`src/bvs_pkg.sv`:
```
// bvs_pkg: shared constants, phase codes, register indexes and types of the
// breath valve sequencer. No dependencies.
`default_nettype none

package bvs_pkg;

  // Field and register widths
  localparam int POT_W    = 10;
  localparam int HOLD_W   = 4;
  localparam int CMD_W    = 2;
  localparam int UNIT_W   = 12;
  localparam int PERIOD_W = 8;
  localparam int CFG_W    = 12;
  localparam int CFG_IDX_W = 2;

  // Converter and timer constants
  localparam int ADC_MAX    = 1023;
  localparam int TIMER_BITS = 12;
  localparam int CMP_W      = ((TIMER_BITS > UNIT_W) ? TIMER_BITS : UNIT_W) + 1;
  localparam logic [CMP_W-1:0] TIMER_MAX = CMP_W'((1 << TIMER_BITS) - 1);
  localparam logic [HOLD_W-1:0] HOLD_CAP  = HOLD_W'(10);
  localparam logic [HOLD_W-1:0] COUNT_CAP = HOLD_W'(15);
  localparam logic [HOLD_W-1:0] SHORT_TARGET = HOLD_W'(2);
  localparam int POT_STEPS  = 8;

  // Configuration register indexes
  localparam logic [CFG_IDX_W-1:0] REG_HOLD_UNIT   = 2'd0;
  localparam logic [CFG_IDX_W-1:0] REG_SETTLE_UNIT = 2'd1;
  localparam logic [CFG_IDX_W-1:0] REG_GAP_UNIT    = 2'd2;
  localparam logic [CFG_IDX_W-1:0] REG_SAMPLE_PER  = 2'd3;

  // Reset values of the configuration registers
  localparam logic [UNIT_W-1:0]   HOLD_UNIT_RST   = 12'd1000;
  localparam logic [UNIT_W-1:0]   SETTLE_UNIT_RST = 12'd250;
  localparam logic [UNIT_W-1:0]   GAP_UNIT_RST    = 12'd100;
  localparam logic [PERIOD_W-1:0] SAMPLE_PER_RST  = 8'd10;

  // Sequencer phases
  localparam int PHASE_W = 3;
  localparam logic [PHASE_W-1:0] PH_SETTLE_A = 3'd0;
  localparam logic [PHASE_W-1:0] PH_PRESS    = 3'd1;
  localparam logic [PHASE_W-1:0] PH_SETTLE_B = 3'd2;
  localparam logic [PHASE_W-1:0] PH_GAP_A    = 3'd3;
  localparam logic [PHASE_W-1:0] PH_RELIEF   = 3'd4;
  localparam logic [PHASE_W-1:0] PH_GAP_B    = 3'd5;

  // Motor command codes (CMD_W bits)
  localparam logic [CMD_W-1:0] CMD_START = 2'd2;
  localparam logic [CMD_W-1:0] CMD_STOP  = 2'd0;

  // Run and hold status after this tick's button and sample update
  typedef struct packed {
    logic              run;
    logic [HOLD_W-1:0] press_hold;
    logic [HOLD_W-1:0] relief_hold;
  } bvs_status_t;

  // Valve drive and motor command for one tick
  typedef struct packed {
    logic             press_valve;
    logic             relief_valve;
    logic             cmd_valid;
    logic [CMD_W-1:0] cmd_byte;
  } bvs_drive_t;

  // pot*8/ADC_MAX + 2, capped: count the thresholds k*ADC_MAX/8 reached
  function automatic logic [HOLD_W-1:0] pot_to_units(input logic [POT_W-1:0] pot);
    logic [HOLD_W-1:0] q;
    logic [POT_W+3:0]  scaled;
    q      = HOLD_W'(2);
    scaled = {pot, 3'b000};
    for (int k = 1; k <= POT_STEPS; k++) begin
      if (32'(scaled) >= 32'(k * ADC_MAX)) begin
        q = q + HOLD_W'(1);
      end
    end
    if (q > HOLD_CAP) begin
      q = HOLD_CAP;
    end
    return q;
  endfunction

endpackage

`default_nettype wire

```
`src/breath_valve_sequencer.sv`:
```
// breath_valve_sequencer: top level with input register, configuration
// registers, result register; uses bvs_pkg, bvs_sampler and bvs_phase_seq.
//
//   channel  | ports                                     | handshake
//   ---------+-------------------------------------------+------------------
//   input    | in_button_level, in_press_pot, in_relief_pot | in_valid/in_ready
//   result   | out_press_valve .. out_running (7 fields) | out_valid/out_ready
//   config   | cfg_index, cfg_wdata                      | cfg_we, no wait
//
// One beat per clock cycle sustained while out_ready is high; an accepted beat
// passes from the input register into the result register when not stalled.
// The tick's update of all sequencer state happens in the one cycle a beat
// moves from the input register into the result register.
// Reset (rst_n low, synchronous) clears both valid flags and all sequencer state and
// loads the configuration reset values.
// A stalled result holds in its register; the input register still takes a
// new beat whenever the result register is free or is being drained.
`default_nettype none

module breath_valve_sequencer
  import bvs_pkg::*;
(
  input  wire logic                 clk,
  input  wire logic                 rst_n,
  // input channel
  input  wire logic                 in_valid,
  output logic                      in_ready,
  input  wire logic                 in_button_level,
  input  wire logic [POT_W-1:0]     in_press_pot,
  input  wire logic [POT_W-1:0]     in_relief_pot,
  // result channel
  output logic                      out_valid,
  input  wire logic                 out_ready,
  output logic                      out_press_valve,
  output logic                      out_relief_valve,
  output logic                      out_cmd_valid,
  output logic [CMD_W-1:0]          out_cmd_byte,
  output logic [HOLD_W-1:0]         out_press_seconds,
  output logic [HOLD_W-1:0]         out_relief_seconds,
  output logic                      out_running,
  // configuration port
  input  wire logic                 cfg_we,
  input  wire logic [CFG_IDX_W-1:0] cfg_index,
  input  wire logic [CFG_W-1:0]     cfg_wdata
);

  // configuration registers
  logic [UNIT_W-1:0]   hold_unit_r, settle_unit_r, gap_unit_r;
  logic [PERIOD_W-1:0] sample_per_r;

  // input register
  logic             in_vld_r;
  logic             btn_r;
  logic [POT_W-1:0] ppot_r, rpot_r;

  // result register
  logic              out_vld_r;
  bvs_drive_t        drive_r;
  bvs_status_t       status_r;

  logic        advance;
  bvs_status_t status_nxt;
  bvs_drive_t  drive_nxt;

  // advance the input beat whenever the result register is free or draining
  assign advance  = in_vld_r && (!out_vld_r || out_ready);
  assign in_ready = !in_vld_r || advance;

  always_ff @(posedge clk) begin
    if (!rst_n) begin
      hold_unit_r   <= HOLD_UNIT_RST;
      settle_unit_r <= SETTLE_UNIT_RST;
      gap_unit_r    <= GAP_UNIT_RST;
      sample_per_r  <= SAMPLE_PER_RST;
    end else if (cfg_we) begin
      case (cfg_index)
        REG_HOLD_UNIT:   hold_unit_r   <= cfg_wdata[UNIT_W-1:0];
        REG_SETTLE_UNIT: settle_unit_r <= cfg_wdata[UNIT_W-1:0];
        REG_GAP_UNIT:    gap_unit_r    <= cfg_wdata[UNIT_W-1:0];
        REG_SAMPLE_PER:  sample_per_r  <= cfg_wdata[PERIOD_W-1:0];
        default: ;
      endcase
    end
  end

  // input register: control reset, payload loads on accept
  always_ff @(posedge clk) begin
    if (!rst_n) begin
      in_vld_r <= 1'b0;
    end else if (in_ready) begin
      in_vld_r <= in_valid;
    end
  end

  always_ff @(posedge clk) begin
    if (in_valid && in_ready) begin
      btn_r  <= in_button_level;
      ppot_r <= in_press_pot;
      rpot_r <= in_relief_pot;
    end
  end

  bvs_sampler u_sampler (
    .clk           (clk),
    .rst_n         (rst_n),
    .step          (advance),
    .button_level  (btn_r),
    .press_pot     (ppot_r),
    .relief_pot    (rpot_r),
    .sample_period (sample_per_r),
    .status_nxt    (status_nxt)
  );

  bvs_phase_seq u_phase_seq (
    .clk         (clk),
    .rst_n       (rst_n),
    .step        (advance),
    .status      (status_nxt),
    .hold_unit   (hold_unit_r),
    .settle_unit (settle_unit_r),
    .gap_unit    (gap_unit_r),
    .drive_nxt   (drive_nxt)
  );

  // result register: hold while stalled, drop the flag once taken
  always_ff @(posedge clk) begin
    if (!rst_n) begin
      out_vld_r <= 1'b0;
    end else if (advance) begin
      out_vld_r <= 1'b1;
    end else if (out_ready) begin
      out_vld_r <= 1'b0;
    end
  end

  always_ff @(posedge clk) begin
    if (advance) begin
      drive_r  <= drive_nxt;
      status_r <= status_nxt;
    end
  end

  assign out_valid          = out_vld_r;
  assign out_press_valve    = drive_r.press_valve;
  assign out_relief_valve   = drive_r.relief_valve;
  assign out_cmd_valid      = drive_r.cmd_valid;
  assign out_cmd_byte       = drive_r.cmd_byte;
  assign out_press_seconds  = status_r.press_hold;
  assign out_relief_seconds = status_r.relief_hold;
  assign out_running        = status_r.run;

endmodule

`default_nettype wire

```
`src/bvs_sampler.sv`:
```
// bvs_sampler: start/stop toggle and potentiometer sampling of hold times.
// Depends on bvs_pkg.
`default_nettype none

module bvs_sampler
  import bvs_pkg::*;
(
  input  wire logic                clk,
  input  wire logic                rst_n,
  input  wire logic                step,
  input  wire logic                button_level,
  input  wire logic [POT_W-1:0]    press_pot,
  input  wire logic [POT_W-1:0]    relief_pot,
  input  wire logic [PERIOD_W-1:0] sample_period,
  output bvs_status_t              status_nxt
);

  logic                run_r, run_nxt;
  logic                latch_r, latch_nxt;
  logic [PERIOD_W-1:0] stimer_r, stimer_nxt;
  logic [HOLD_W-1:0]   phold_r, phold_nxt;
  logic [HOLD_W-1:0]   rhold_r, rhold_nxt;
  logic [POT_W-1:0]    plast_r, plast_nxt;
  logic [POT_W-1:0]    rlast_r, rlast_nxt;
  logic [PERIOD_W-1:0] period;

  always_comb begin
    run_nxt    = run_r;
    latch_nxt  = latch_r;
    stimer_nxt = stimer_r;
    phold_nxt  = phold_r;
    rhold_nxt  = rhold_r;
    plast_nxt  = plast_r;
    rlast_nxt  = rlast_r;
    period     = (sample_period == '0) ? PERIOD_W'(1) : sample_period;

    // toggle once per press, hold the latch until release
    if (!button_level && !latch_r) begin
      run_nxt   = ~run_r;
      latch_nxt = 1'b1;
    end else if (button_level && latch_r) begin
      latch_nxt = 1'b0;
    end

    if (stimer_r == '0) begin
      if (press_pot != plast_r) begin
        phold_nxt = pot_to_units(press_pot);
      end
      if (relief_pot != rlast_r) begin
        rhold_nxt = pot_to_units(relief_pot);
      end
      plast_nxt  = press_pot;
      rlast_nxt  = relief_pot;
      stimer_nxt = period - PERIOD_W'(1);
    end else begin
      stimer_nxt = stimer_r - PERIOD_W'(1);
    end
  end

  assign status_nxt = '{run: run_nxt, press_hold: phold_nxt, relief_hold: rhold_nxt};

  always_ff @(posedge clk) begin
    if (!rst_n) begin
      run_r    <= 1'b0;
      latch_r  <= 1'b0;
      stimer_r <= '0;
      phold_r  <= '0;
      rhold_r  <= '0;
      plast_r  <= '0;
      rlast_r  <= '0;
    end else if (step) begin
      run_r    <= run_nxt;
      latch_r  <= latch_nxt;
      stimer_r <= stimer_nxt;
      phold_r  <= phold_nxt;
      rhold_r  <= rhold_nxt;
      plast_r  <= plast_nxt;
      rlast_r  <= rlast_nxt;
    end
  end

endmodule

`default_nettype wire

```
`src/bvs_phase_seq.sv`:
```
// bvs_phase_seq: six-phase valve sequencer with unit timers and motor commands.
// Depends on bvs_pkg.
`default_nettype none

module bvs_phase_seq
  import bvs_pkg::*;
(
  input  wire logic              clk,
  input  wire logic              rst_n,
  input  wire logic              step,
  input  wire bvs_status_t       status,
  input  wire logic [UNIT_W-1:0] hold_unit,
  input  wire logic [UNIT_W-1:0] settle_unit,
  input  wire logic [UNIT_W-1:0] gap_unit,
  output bvs_drive_t             drive_nxt
);

  logic [PHASE_W-1:0]    phase_r, phase_nxt;
  logic [HOLD_W-1:0]     count_r, count_nxt;
  logic [TIMER_BITS-1:0] timer_r, timer_nxt;
  logic                  pv_r, pv_nxt;
  logic                  rv_r, rv_nxt;
  logic                  cmd_valid;
  logic [CMD_W-1:0]      cmd_byte;
  logic [HOLD_W-1:0]     target;
  logic [UNIT_W-1:0]     unit_sel;
  logic [CMP_W-1:0]      unit_len;
  logic [CMP_W-1:0]      tick_nxt;
  logic                  active;

  always_comb begin
    case (phase_r)
      PH_SETTLE_A: begin target = SHORT_TARGET;       unit_sel = settle_unit; end
      PH_PRESS:    begin target = status.press_hold;  unit_sel = hold_unit;   end
      PH_SETTLE_B: begin target = SHORT_TARGET;       unit_sel = settle_unit; end
      PH_GAP_A:    begin target = SHORT_TARGET;       unit_sel = gap_unit;    end
      PH_RELIEF:   begin target = status.relief_hold; unit_sel = hold_unit;   end
      PH_GAP_B:    begin target = SHORT_TARGET;       unit_sel = gap_unit;    end
      default:     begin target = '0;                 unit_sel = UNIT_W'(1);  end
    endcase
    unit_len = (unit_sel == '0) ? CMP_W'(1) : CMP_W'(unit_sel);
    tick_nxt = CMP_W'(timer_r) + CMP_W'(1);
    active   = status.run && (status.press_hold != '0) && (status.relief_hold != '0);

    phase_nxt = phase_r;
    count_nxt = count_r;
    timer_nxt = timer_r;
    pv_nxt    = pv_r;
    rv_nxt    = rv_r;
    cmd_valid = 1'b0;
    cmd_byte  = CMD_STOP;

    if (active) begin
      if (phase_r == PH_SETTLE_A) begin
        pv_nxt = 1'b1;
      end
      if (phase_r > PH_GAP_B) begin
        // unknown phase: restart the cycle without a command
        phase_nxt = PH_SETTLE_A;
        count_nxt = '0;
        timer_nxt = '0;
      end else if (count_r >= target) begin
        count_nxt = '0;
        timer_nxt = '0;
        case (phase_r)
          PH_SETTLE_A: begin
            cmd_valid = 1'b1;
            cmd_byte  = CMD_START;
            phase_nxt = PH_PRESS;
          end
          PH_PRESS: begin
            cmd_valid = 1'b1;
            cmd_byte  = CMD_STOP;
            phase_nxt = PH_SETTLE_B;
          end
          PH_SETTLE_B: begin
            pv_nxt    = 1'b0;
            phase_nxt = PH_GAP_A;
          end
          PH_GAP_A: begin
            rv_nxt    = 1'b1;
            phase_nxt = PH_RELIEF;
          end
          PH_RELIEF: begin
            rv_nxt    = 1'b0;
            phase_nxt = PH_GAP_B;
          end
          default: begin
            phase_nxt = PH_SETTLE_A;
          end
        endcase
      end else if (tick_nxt >= unit_len || tick_nxt >= TIMER_MAX) begin
        timer_nxt = '0;
        if (count_r < COUNT_CAP) begin
          count_nxt = count_r + HOLD_W'(1);
        end
      end else begin
        timer_nxt = tick_nxt[TIMER_BITS-1:0];
      end
    end
  end

  assign drive_nxt = '{press_valve: pv_nxt, relief_valve: rv_nxt,
                       cmd_valid: cmd_valid, cmd_byte: cmd_byte};

  always_ff @(posedge clk) begin
    if (!rst_n) begin
      phase_r <= PH_SETTLE_A;
      count_r <= '0;
      timer_r <= '0;
      pv_r    <= 1'b0;
      rv_r    <= 1'b0;
    end else if (step) begin
      phase_r <= phase_nxt;
      count_r <= count_nxt;
      timer_r <= timer_nxt;
      pv_r    <= pv_nxt;
      rv_r    <= rv_nxt;
    end
  end

endmodule

`default_nettype wire

```
`config.mk`:
```
export PLATFORM = sky130hd
export DESIGN_NAME = breath_valve_sequencer
export DESIGN_NICKNAME = d
export VERILOG_FILES = /design/src/bvs_pkg.sv /design/src/breath_valve_sequencer.sv /design/src/bvs_sampler.sv /design/src/bvs_phase_seq.sv
export SDC_FILE = /design/constraint.sdc
export NUM_CORES = 1
export LEC_CHECK = 0
export BUFFER_PORTS_ARGS = -buffer_cell sky130_fd_sc_hd__buf_2
export CAP_MARGIN = 20
export CORE_UTILIZATION = 25
export CTS_BUF_LIST = sky130_fd_sc_hd__clkbuf_8
export DETAILED_ROUTE_END_ITERATION = 8
export GPL_ROUTABILITY_DRIVEN = 0
export PLACE_DENSITY = 0.38
export SYNTH_ARGS = -nofsm -noshare
export SYNTH_HDL_FRONTEND = slang
export SYNTH_SLANG_ARGS = --single-unit
```
`constraint.sdc`:
```
create_clock -name clk -period 5.48 [get_ports clk]
set_clock_uncertainty 0.1 [all_clocks]
set_input_delay 1.096 -clock clk [delete_from_list [all_inputs] [get_ports clk]]
set_output_delay 1.096 -clock clk [all_outputs]
set_load 0.1 [all_outputs]
```
### Word level (Yosys, flattened, before mapping)

Index checks and enable logic that the tools add are counted.

| cells by class | value |
|---|---|
| add/subtract/negate cells | 18 |
| multipliers | 0 |
| div/mod/pow operators | 0 |
| $lt $le $gt $ge | 23 |
| eq/ne operators | 10 |
| shift-type cells | 0 |
| mux-type cells | 85 |
| bitwise gates (word level) | 3 |
| reductions and logical operators | 40 |

Operators with widths:

| cell | count |
|---|---|
| two-way mux 4 bit | 56 |
| >= comparator 13 bit (second input constant) | 8 |
| >= comparator 13 x 12 -> 1 bit (second input constant) | 5 |
| adder 4 x 1 -> 4 bit (second input constant) | 15 |
| two-way mux 12 bit | 4 |
| case mux 12 bit (3 select lines) | 1 |
| >= comparator 13 x 10 -> 1 bit (second input constant) | 2 |
| >= comparator 13 x 11 -> 1 bit (second input constant) | 2 |
| != test 10 bit | 2 |
| logical NOT 8 bit | 2 |
| two-way mux 1 bit | 16 |
| two-way mux 8 bit | 2 |
| subtractor 8 x 1 -> 8 bit (second input constant) | 2 |
| case mux 3 bit (5 select lines) | 1 |
| AND reduction 2 bit | 7 |
| adder 12 x 1 -> 13 bit (second input constant) | 1 |
| >= comparator 13 bit | 1 |
| logical NOT 12 bit | 1 |
| case mux 4 bit (3 select lines) | 1 |
| greater-than comparator 4 bit (second input constant) | 2 |
| nonzero test 4 bit | 2 |
| OR reduction 2 bit | 4 |
| equality test 3 x 2 -> 1 bit (second input constant) | 2 |
| equality test 3 bit (second input constant) | 2 |
| 21 further kinds | 38 |

| word-level totals | value |
|---|---|
| register bits | 140 |
| latch bits | 0 |
| memory bits (writable) | 0 |
| bits in read-only memories | 0 |
| input port bits | 40 |
| output and inout port bits | 16 |
| logic and storage cells | 207 |
| memories kept | 0 |

### Logic depth before layout (Yosys ltp)

Gate-level depths: netlist of the first run.

| logic depth | value |
|---|---|
| depth after elaboration | 41 |
| mapped depth | 23 |

### Modules after synthesis

Synthesis of the first run repeated with hierarchy kept, for this count alone.

| second synthesis, totals | value |
|---|---|
| cell total of the unflattened synthesis | 903 |
| area total of the unflattened synthesis | 8147.8 um^2 |

By module, submodules not included:

| module | times used | cells each | area each (um^2) |
|---|---|---|---|
| breath_valve_sequencer | 1 | 218 | 2904.0 |
| bvs_sampler | 1 | 360 | 2716.4 |
| bvs_phase_seq | 1 | 325 | 2527.4 |

### Worst setup path after synthesis of the first run

Ideal clock, no wire load.

| timing | value |
|---|---|
| kind | register to register |
| start point | register ppot_r[8] |
| end point | register u_phase_seq.timer_r[11] |
| library setup time | 0.072 ns |
| arrival time | 4.775 ns |
| slack | 0.533 ns |
| stages on the path, launching flop included | 23 |
| buffers on the path | 1 |
| clock period less this slack | 4.947 ns |
| cell sequence | edfxtp_1 inv_1 ha_1 nor2_1 xnor3_1 and2_1 ha_1 inv_1 o41a_1 a41oi_1 a31oi_1 o31ai_1 nand3_1 a21oi_1 ha_1 nand2b_1 a21oi_1 o21ai_1 nand2b_1 clkbuf_1 nor3_1 nand3_1 mux2i_1 |

RTL lines:

| element | line | text |
|---|---|---|
| start: declaration | breath_valve_sequencer.sv:54 | `logic [POT_W-1:0] ppot_r, rpot_r;` |
| start signal: assignment | breath_valve_sequencer.sv:98 | `ppot_r <= in_press_pot;` |
| end signal: assignment | bvs_phase_seq.sv:116 | `timer_r <= timer_nxt;` |
| end: declaration | bvs_phase_seq.sv:20 | `logic [TIMER_BITS-1:0] timer_r, timer_nxt;` |

==> results.sh, run 1 <==
export IMPL_floorplan_initialDensity=0.254
export IMPL_path_max_fanout=10
export IMPL_slew_viol_final=0
export IMPL_crit_chain="inv_1 -> ha_1 -> nor2_1 -> xnor3_2 -> and2_1 -> ha_1 -> inv_1 -> o41a_1 -> a41oi_1 -> a31oi_1 -> o31ai_2 -> nand3_1 -> a21oi_1 -> ha_1 -> nand2b_1 -> a21oi_1 -> o21ai_1 -> nand2b_1 -> or3_4 -> nor4_1 -> a32o_1"
export IMPL_first_pass_iters=4
export IMPL_instances_no_fill=1314
export IMPL_reg2reg_from="ppot_r[8]"
export IMPL_ant_nets=0
export IMPL_wl_per_cell_um=16.3
export IMPL_grt_max_degree=46
export IMPL_final_nets=983
export IMPL_min_period_ns=4.99
export IMPL_synth_edf_count=34
export IMPL_hp_class="flip-flop to flip-flop"
export IMPL_area_growth_synth_to_final_pct=14.9
export IMPL_cp_required_ns=5.77
export IMPL_whs_ns=0.357
export IMPL_io_buffers=54
export IMPL_outcome="finished, final reports clean"
export IMPL_cts_max_level=4
export IMPL_clkTransAtPathRegs_ns=0.09
export IMPL_ff_latch_area_um2=3120
export IMPL_die_x_um=175
export IMPL_layout_setup_ws_ns=0.493
export IMPL_critPathTopFamily="compound AO/OA/AOI/OAI gates"
export IMPL_setup_tns_final_ns=0
export IMPL_postCtsHoldBufs=0
export IMPL_grt_pass1_wl_um=35300
export IMPL_grt_pass1_vias=6251
export IMPL_crit_path_start_kind="flip-flop"
export IMPL_synth_seq_area_share=0.417
export IMPL_cts_buffers=17
export IMPL_setup_viol=0
export IMPL_crit_path_start="ppot_r[8]"
export IMPL_fp_dieH_um=175
export IMPL_cts_path_max_buffers=2
export IMPL_cts_root_buffer="clkbuf_8"
export IMPL_post_route_period_util=0.910
export IMPL_endpoint_kind="flip-flop"
export IMPL_netlist_instances=872
export IMPL_fp_row_count=63
export IMPL_critical_path_slowest_cell="or3_4"
export IMPL_grt_use_total=0.147
export IMPL_dp_cells=1275
export IMPL_peakVddDrop_mv=0.110
export IMPL_yosys_warnings=0
export IMPL_syn_area_per_cell_um2=8.59
export IMPL_n_fill_cell=3189
export IMPL_cap_violations=0
export IMPL_grt_setup_unrepaired="no"
export IMPL_drt_iter0_drc=412
export IMPL_relSlewSlack=0.324
export IMPL_tightest_slew_ns=1.01
export IMPL_synth_cell_types=77
export IMPL_layout_common_cells="nand2_1, dfxtp_1, a21oi_1, buf_2, nor2_1"
export IMPL_busiest_layer="met2"
export IMPL_clock_sinks=139
export IMPL_power_density_nw_per_um2=301
export IMPL_p_leak_nw=3.48
export IMPL_syn_area_um2=7490
export IMPL_final_common_cell="nand2_1"
export IMPL_drc=0
export IMPL_io_pins=56
export IMPL_via_per_inst=4.81
export IMPL_fmax_mhz=201
export IMPL_grtUsageMet3=0.0224
export IMPL_synthesis_nets=944
export IMPL_clk_latency_ns=0.45
export IMPL_crit_type="flip-flop to flip-flop"
export IMPL_multi_input_area_um2=4020
export IMPL_antennaDiodeCount=0
export IMPL_hold_start="settle_unit_r[10]"
export IMPL_antenna_found_initial=0
export IMPL_async_flop_share=0
export IMPL_ys_ff_latch=139
export IMPL_grt_use_met1=0.211
export IMPL_wl_um=21400
export IMPL_crit_top_cell="ha_1"
export IMPL_die_area_um2=30700
export IMPL_hold_viol=0
export IMPL_post_place_ws_ns=0.298
export IMPL_synthFlopType="dfxtp_1"
export IMPL_slowest_delay_ns=0.51
export IMPL_cts_tree="yes"
export IMPL_cp_num_buf_inv=2
export IMPL_dp_hpwl_um=14500
export IMPL_coreArea_um2=29600
export IMPL_grt_remaining_overflow=0
export IMPL_vias=6321
export IMPL_grtUsageMet2=0.224
export IMPL_final_layout_size_suffix_gt1_frac=0.148
export IMPL_worstPathArrival_ns=5.28
## path summary, 6_finish.rpt
path / endpoint / slack [ns] / cells past startpoint
setup / recovery: u_phase_seq.timer_r[2] / 0.49 / 21
hold / removal: settle_unit_r[10] / 0.36 / 2
setup reg to reg: u_phase_seq.timer_r[2] / 0.49 / 21
hold reg to reg: settle_unit_r[10] / 0.36 / 2
## metal layers
metal,part of all wire,routed length (µm)
met4,0.012,262
met1,0.52,11100
met3,0.025,544
met2,0.44,9500
met5,0,0
## timing repair
item / 4_1_cts / 5_1_grt
endpoints found under the setup margin: 0 / 10
buffers inserted: 0 / 4
gates resized for setup: 0 / 2
## tightest hold or removal path, cell delays in order, from the launching register on
cell	delay, ns
dfxtp_1	0.31
nand2_1	0.05
a21oi_1	0.05
## stage by stage
step / power (mW) / instance area [µm²] / utilization
6_report: 2.59 / 8610 / 0.291
5_1_grt: 2.74 / 8610 / 0.291
4_1_cts: 2.62 / 8540 / 0.289
3_5_place_dp: 1.69 / 8120 / 0.275
3_3_place_gp: 1.70 / 8120 / 0.275
2_1_floorplan: 1.56 / 7490 / -
## report_power, final
part / internal (mW) / total (mW) / leakage [nW] / switching, mW
combinational: 0.167 / 0.526 / 2.08 / 0.358
sequential: 1.11 / 1.16 / 1.18 / 0.0437
clock: 0.466 / 0.907 / 0.216 / 0.442
## Yosys cell counts, types with 4 or more instances
library cell,n,area share
edfxtp_1,34,0.14
and3_1,4,0.0033
nand3_1,31,0.021
or2_2,4,0.0033
dfxtp_1,105,0.28
nor4_1,10,0.0083
nand2b_1,14,0.012
o211ai_1,5,0.0050
o31ai_1,7,0.0070
o21ai_1,6,0.0040
nor3_1,11,0.0073
o2111ai_1,4,0.0047
a41oi_1,7,0.0082
and2_1,8,0.0067
a211oi_1,9,0.0090
nor4_2,4,0.0067
a221oi_1,10,0.012
a41o_1,9,0.012
a21oi_1,71,0.047
buf_2,9,0.0060
clkbuf_1,42,0.021
xnor2_1,10,0.012
or3_1,9,0.0075
xor2_1,28,0.033
nand4_1,13,0.011
nor2b_1,7,0.0058
nor2_1,50,0.025
nand2_1,175,0.088
o21ai_0,10,0.0067
a22oi_1,12,0.012
a32o_1,5,0.0067
a21o_1,13,0.013
ha_1,32,0.053
a31oi_1,11,0.0092
inv_1,29,0.015
## state kept, by name, indices dropped and copies added, names as in the netlist, 3 cells and up
signal               count
gap_unit_r              12
hold_unit_r             12
settle_unit_r           12
u_phase_seq.timer_r     12
ppot_r                  10
rpot_r                  10
u_sampler.plast_r       10
u_sampler.rlast_r       10
sample_per_r             8
u_sampler.stimer_r       8
out_press_seconds        4
out_relief_seconds       4
u_phase_seq.count_r      4
u_sampler.phold_r        4
u_sampler.rhold_r        4
u_phase_seq.phase_r      3
## layout make-up
class,count,share of cell area
timing repair buffer,77,0.0532
sequential,139,0.363
clock inverter,14,0.0195
inverter,30,0.0131
multi-input combinational,646,0.466
tap,390,0.0567
clock buffer,18,0.0288
## kinds of logic (layout without fill, tap and decap cells)
kind of cell | count (synthesis) | after routing | share of synthesized area
xor+xnor | 39 | 39 | 0.0474
fa+ha+maj | 32 | 32 | 0.0534
simple gates | 354 | 354 | 0.222
other cells | 1 | 1 | 0.000500
mux | 5 | 5 | 0.00701
flops | 139 | 139 | 0.417
buf+inv | 87 | 139 | 0.0491
compound gates | 215 | 215 | 0.204
(Power assumes the default switching activity.)
==> run 2: changes to the inputs <==
--- a/config.mk
+++ b/config.mk
@@ -11,7 +11,7 @@
 export CTS_BUF_LIST = sky130_fd_sc_hd__clkbuf_8
 export DETAILED_ROUTE_END_ITERATION = 8
 export GPL_ROUTABILITY_DRIVEN = 0
-export PLACE_DENSITY = 0.38
+export PLACE_DENSITY = 0.39
 export SYNTH_ARGS = -nofsm -noshare
 export SYNTH_HDL_FRONTEND = slang
 export SYNTH_SLANG_ARGS = --single-unit
==> constraint.sdc (replaced) <==
create_clock -name clk -period 4 [get_ports clk]
set_clock_uncertainty 0.1 [all_clocks]
set_input_delay 0.8 -clock clk [delete_from_list [all_inputs] [get_ports clk]]
set_output_delay 0.8 -clock clk [all_outputs]
set_load 0.05 [all_outputs]
==> results.sh, run 2 (same netlist as run 1, synthesis figures left out) <==
export IMPL_outcome="finished, violations left"
export IMPL_violations="setup timing"
export IMPL_final_common_cell="nand2_1"
export IMPL_fp_dieH_um=175
export IMPL_p_int_mw=2.43
export IMPL_rr_worst_depth=21
export IMPL_p_comb_frac=0.206
export IMPL_worstPathArrival_ns=4.51
export IMPL_layout_common_cells="nand2_1, dfxtp_1, buf_4, a21oi_1, buf_2"
export IMPL_grt_pass1_vias=6436
export IMPL_grt_max_degree=46
export IMPL_path_max_fanout=6
export IMPL_cp_required_ns=4.30
export IMPL_drt_iter0_drc=365
export IMPL_grt_pass1_wl_um=35200
export IMPL_layout_setup_ws_ns=-0.212
export IMPL_fp_row_count=63
export IMPL_r2r_setup_slack_ns=-0.21
export IMPL_clkTransAtPathRegs_ns=0.08
export IMPL_cts_tree="yes"
export IMPL_peakVddDrop_mv=0.178
export IMPL_cts_buffers=17
export IMPL_setup_viol=16
export IMPL_fmax_mhz=237
export IMPL_tightest_slew_ns=1.06
export IMPL_relSlewSlack=0.289
export IMPL_die_area_um2=30700
export IMPL_p_leak_nw=3.75
export IMPL_cts_path_max_buffers=2
export IMPL_area_growth_synth_to_final_pct=21.6
export IMPL_antenna_found_initial=0
export IMPL_min_period_ns=4.21
export IMPL_final_layout_size_suffix_gt1_frac=0.213
export IMPL_endpoint_kind="flip-flop"
export IMPL_via_per_inst=4.78
export IMPL_post_place_ws_ns=-0.386
export IMPL_wl_um=21300
export IMPL_first_pass_iters=5
export IMPL_antennaDiodeCount=0
export IMPL_ant_nets=0
export IMPL_holdPathStages=2
export IMPL_hold_viol=0
export IMPL_post_route_period_util=1.05
export IMPL_grt_remaining_overflow=0
export IMPL_io_pins=56
export IMPL_cap_violations=0
export IMPL_hp_class="flip-flop to flip-flop"
export IMPL_floorplan_initialDensity=0.254
export IMPL_grt_use_total=0.145
export IMPL_crit_path_start_kind="flip-flop"
export IMPL_io_buffers=54
export IMPL_vias=6529
export IMPL_crit_chain="buf_4 -> ha_1 -> nand2b_1 -> xnor3_2 -> and2_4 -> ha_4 -> inv_2 -> o41a_1 -> a41oi_2 -> a31oi_1 -> o31ai_2 -> nand3_1 -> a21oi_2 -> ha_1 -> nand2b_4 -> a21oi_2 -> o21ai_2 -> nand2b_4 -> or3_4 -> o211a_1 -> o21ai_1"
export IMPL_slowest_delay_ns=0.42
export IMPL_crit_type="flip-flop to flip-flop"
export IMPL_power_density_nw_per_um2=387
export IMPL_cts_root_buffer="clkbuf_8"
export IMPL_dp_hpwl_um=15000
export IMPL_p_clk_frac=0.347
export IMPL_power_share_switching=0.310
export IMPL_critical_path_slowest_cell="or3_4"
export IMPL_die_x_um=175
export IMPL_coreArea_um2=29600
export IMPL_slew_viol_final=0
export IMPL_postCtsHoldBufs=0
export IMPL_p_seq_frac=0.447
export IMPL_power_mw=3.53
export IMPL_clock_sinks=139
export IMPL_wl_per_cell_um=15.6
export IMPL_switchingPower_mw=1.09
export IMPL_final_nets=1035
export IMPL_clk_latency_ns=0.46
export IMPL_grt_setup_unrepaired="yes"
export IMPL_drc=0
export IMPL_cts_max_level=4
run 2: cell types whose count changed in the layout (fill, tap and decap cells not counted), sizes merged:
cell	before	now
buf	77	128
inv	36	32
clkinv	4	6
clkbuf	18	19
clkinvlp	1	2
or3	10	11
run 2: cell type report:
| class | instances | area [µm²] |
|---|---|---|
| clock inverters | 13 | 149 |
| repair buffers | 128 | 842 |
| clock buffers | 19 | 262 |
| flip-flops and latches | 139 | 3120 |
| inverters | 30 | 113 |
| well taps | 390 | 488 |
| multi-input cells | 647 | 4140 |
| fillers | 3150 | 20400 |
run 2: final timing paths:
kind / start / to
worst min register to register: gap_unit_r[9] / gap_unit_r[9]
worst max-delay path: ppot_r[8] / u_phase_seq.timer_r[10]
worst min-delay path: gap_unit_r[9] / gap_unit_r[9]
worst max register to register: ppot_r[8] / u_phase_seq.timer_r[10]
run 2: metal layers:
| layer | part of all wire | up-vias | track usage |
|---|---|---|---|
| met5 | 0 | - | 0 |
| li1 | - | 3320 | - |
| met2 | 0.43 | 90 | 0.221 |
| met1 | 0.53 | 3108 | 0.207 |
| met3 | 0.030 | 11 | 0.0285 |
| met4 | 0.0089 | 0 | 0.0395 |
run 2: repair_timing:
action,CTS,global route
setup endpoints to repair,24,24
gates cloned,1,0
gates resized for setup,4,8
buffers inserted,1,1
hold endpoints to repair,0,0
pin swaps,4,5
run 2: critical path: cells and delay by family, from the launching register on:
| kind | cells | cell delay [ns] |
|---|---|---|
| AND/OR/NAND/NOR | 6 | 1.09 |
| adder cells (fa/ha/maj) | 3 | 0.56 |
| XOR/XNOR | 1 | 0.22 |
| flip-flops | 1 | 0.41 |
| buffers and inverters | 2 | 0.23 |
| AO/OA/AOI/OAI | 9 | 1.54 |
run 2: metrics by stage:
| stage | instances | TNS, ns | utilization | hold slack [ns] | area [µm²] |
|---|---|---|---|---|---|
| 3_5_place_dp | 1331 | -5.11 | 0.292 | 0.343 | 8620 |
| 3_3_place_gp | 1331 | -3.42 | 0.292 | 0.342 | 8620 |
| 5_1_grt | 1366 | -7.96 | 0.308 | 0.372 | 9110 |
| 4_1_cts | 1365 | -2.59 | 0.307 | 0.355 | 9060 |
| 6_report | 1366 | -2.26 | 0.308 | 0.355 | 9110 |
| 2_1_floorplan | 872 | -6.28 | - | 0.332 | 7570 |
run 2: power by group through the flow:
stage	Clock, mW	Sequential, mW	Combinational, mW
final	1.22	1.58	0.726
after global routing	1.32	1.59	0.814
after CTS	1.27	1.58	0.730
after detailed placement	0	1.61	0.723
after global placement	0	1.61	0.727
after floorplan	0	1.64	0.450
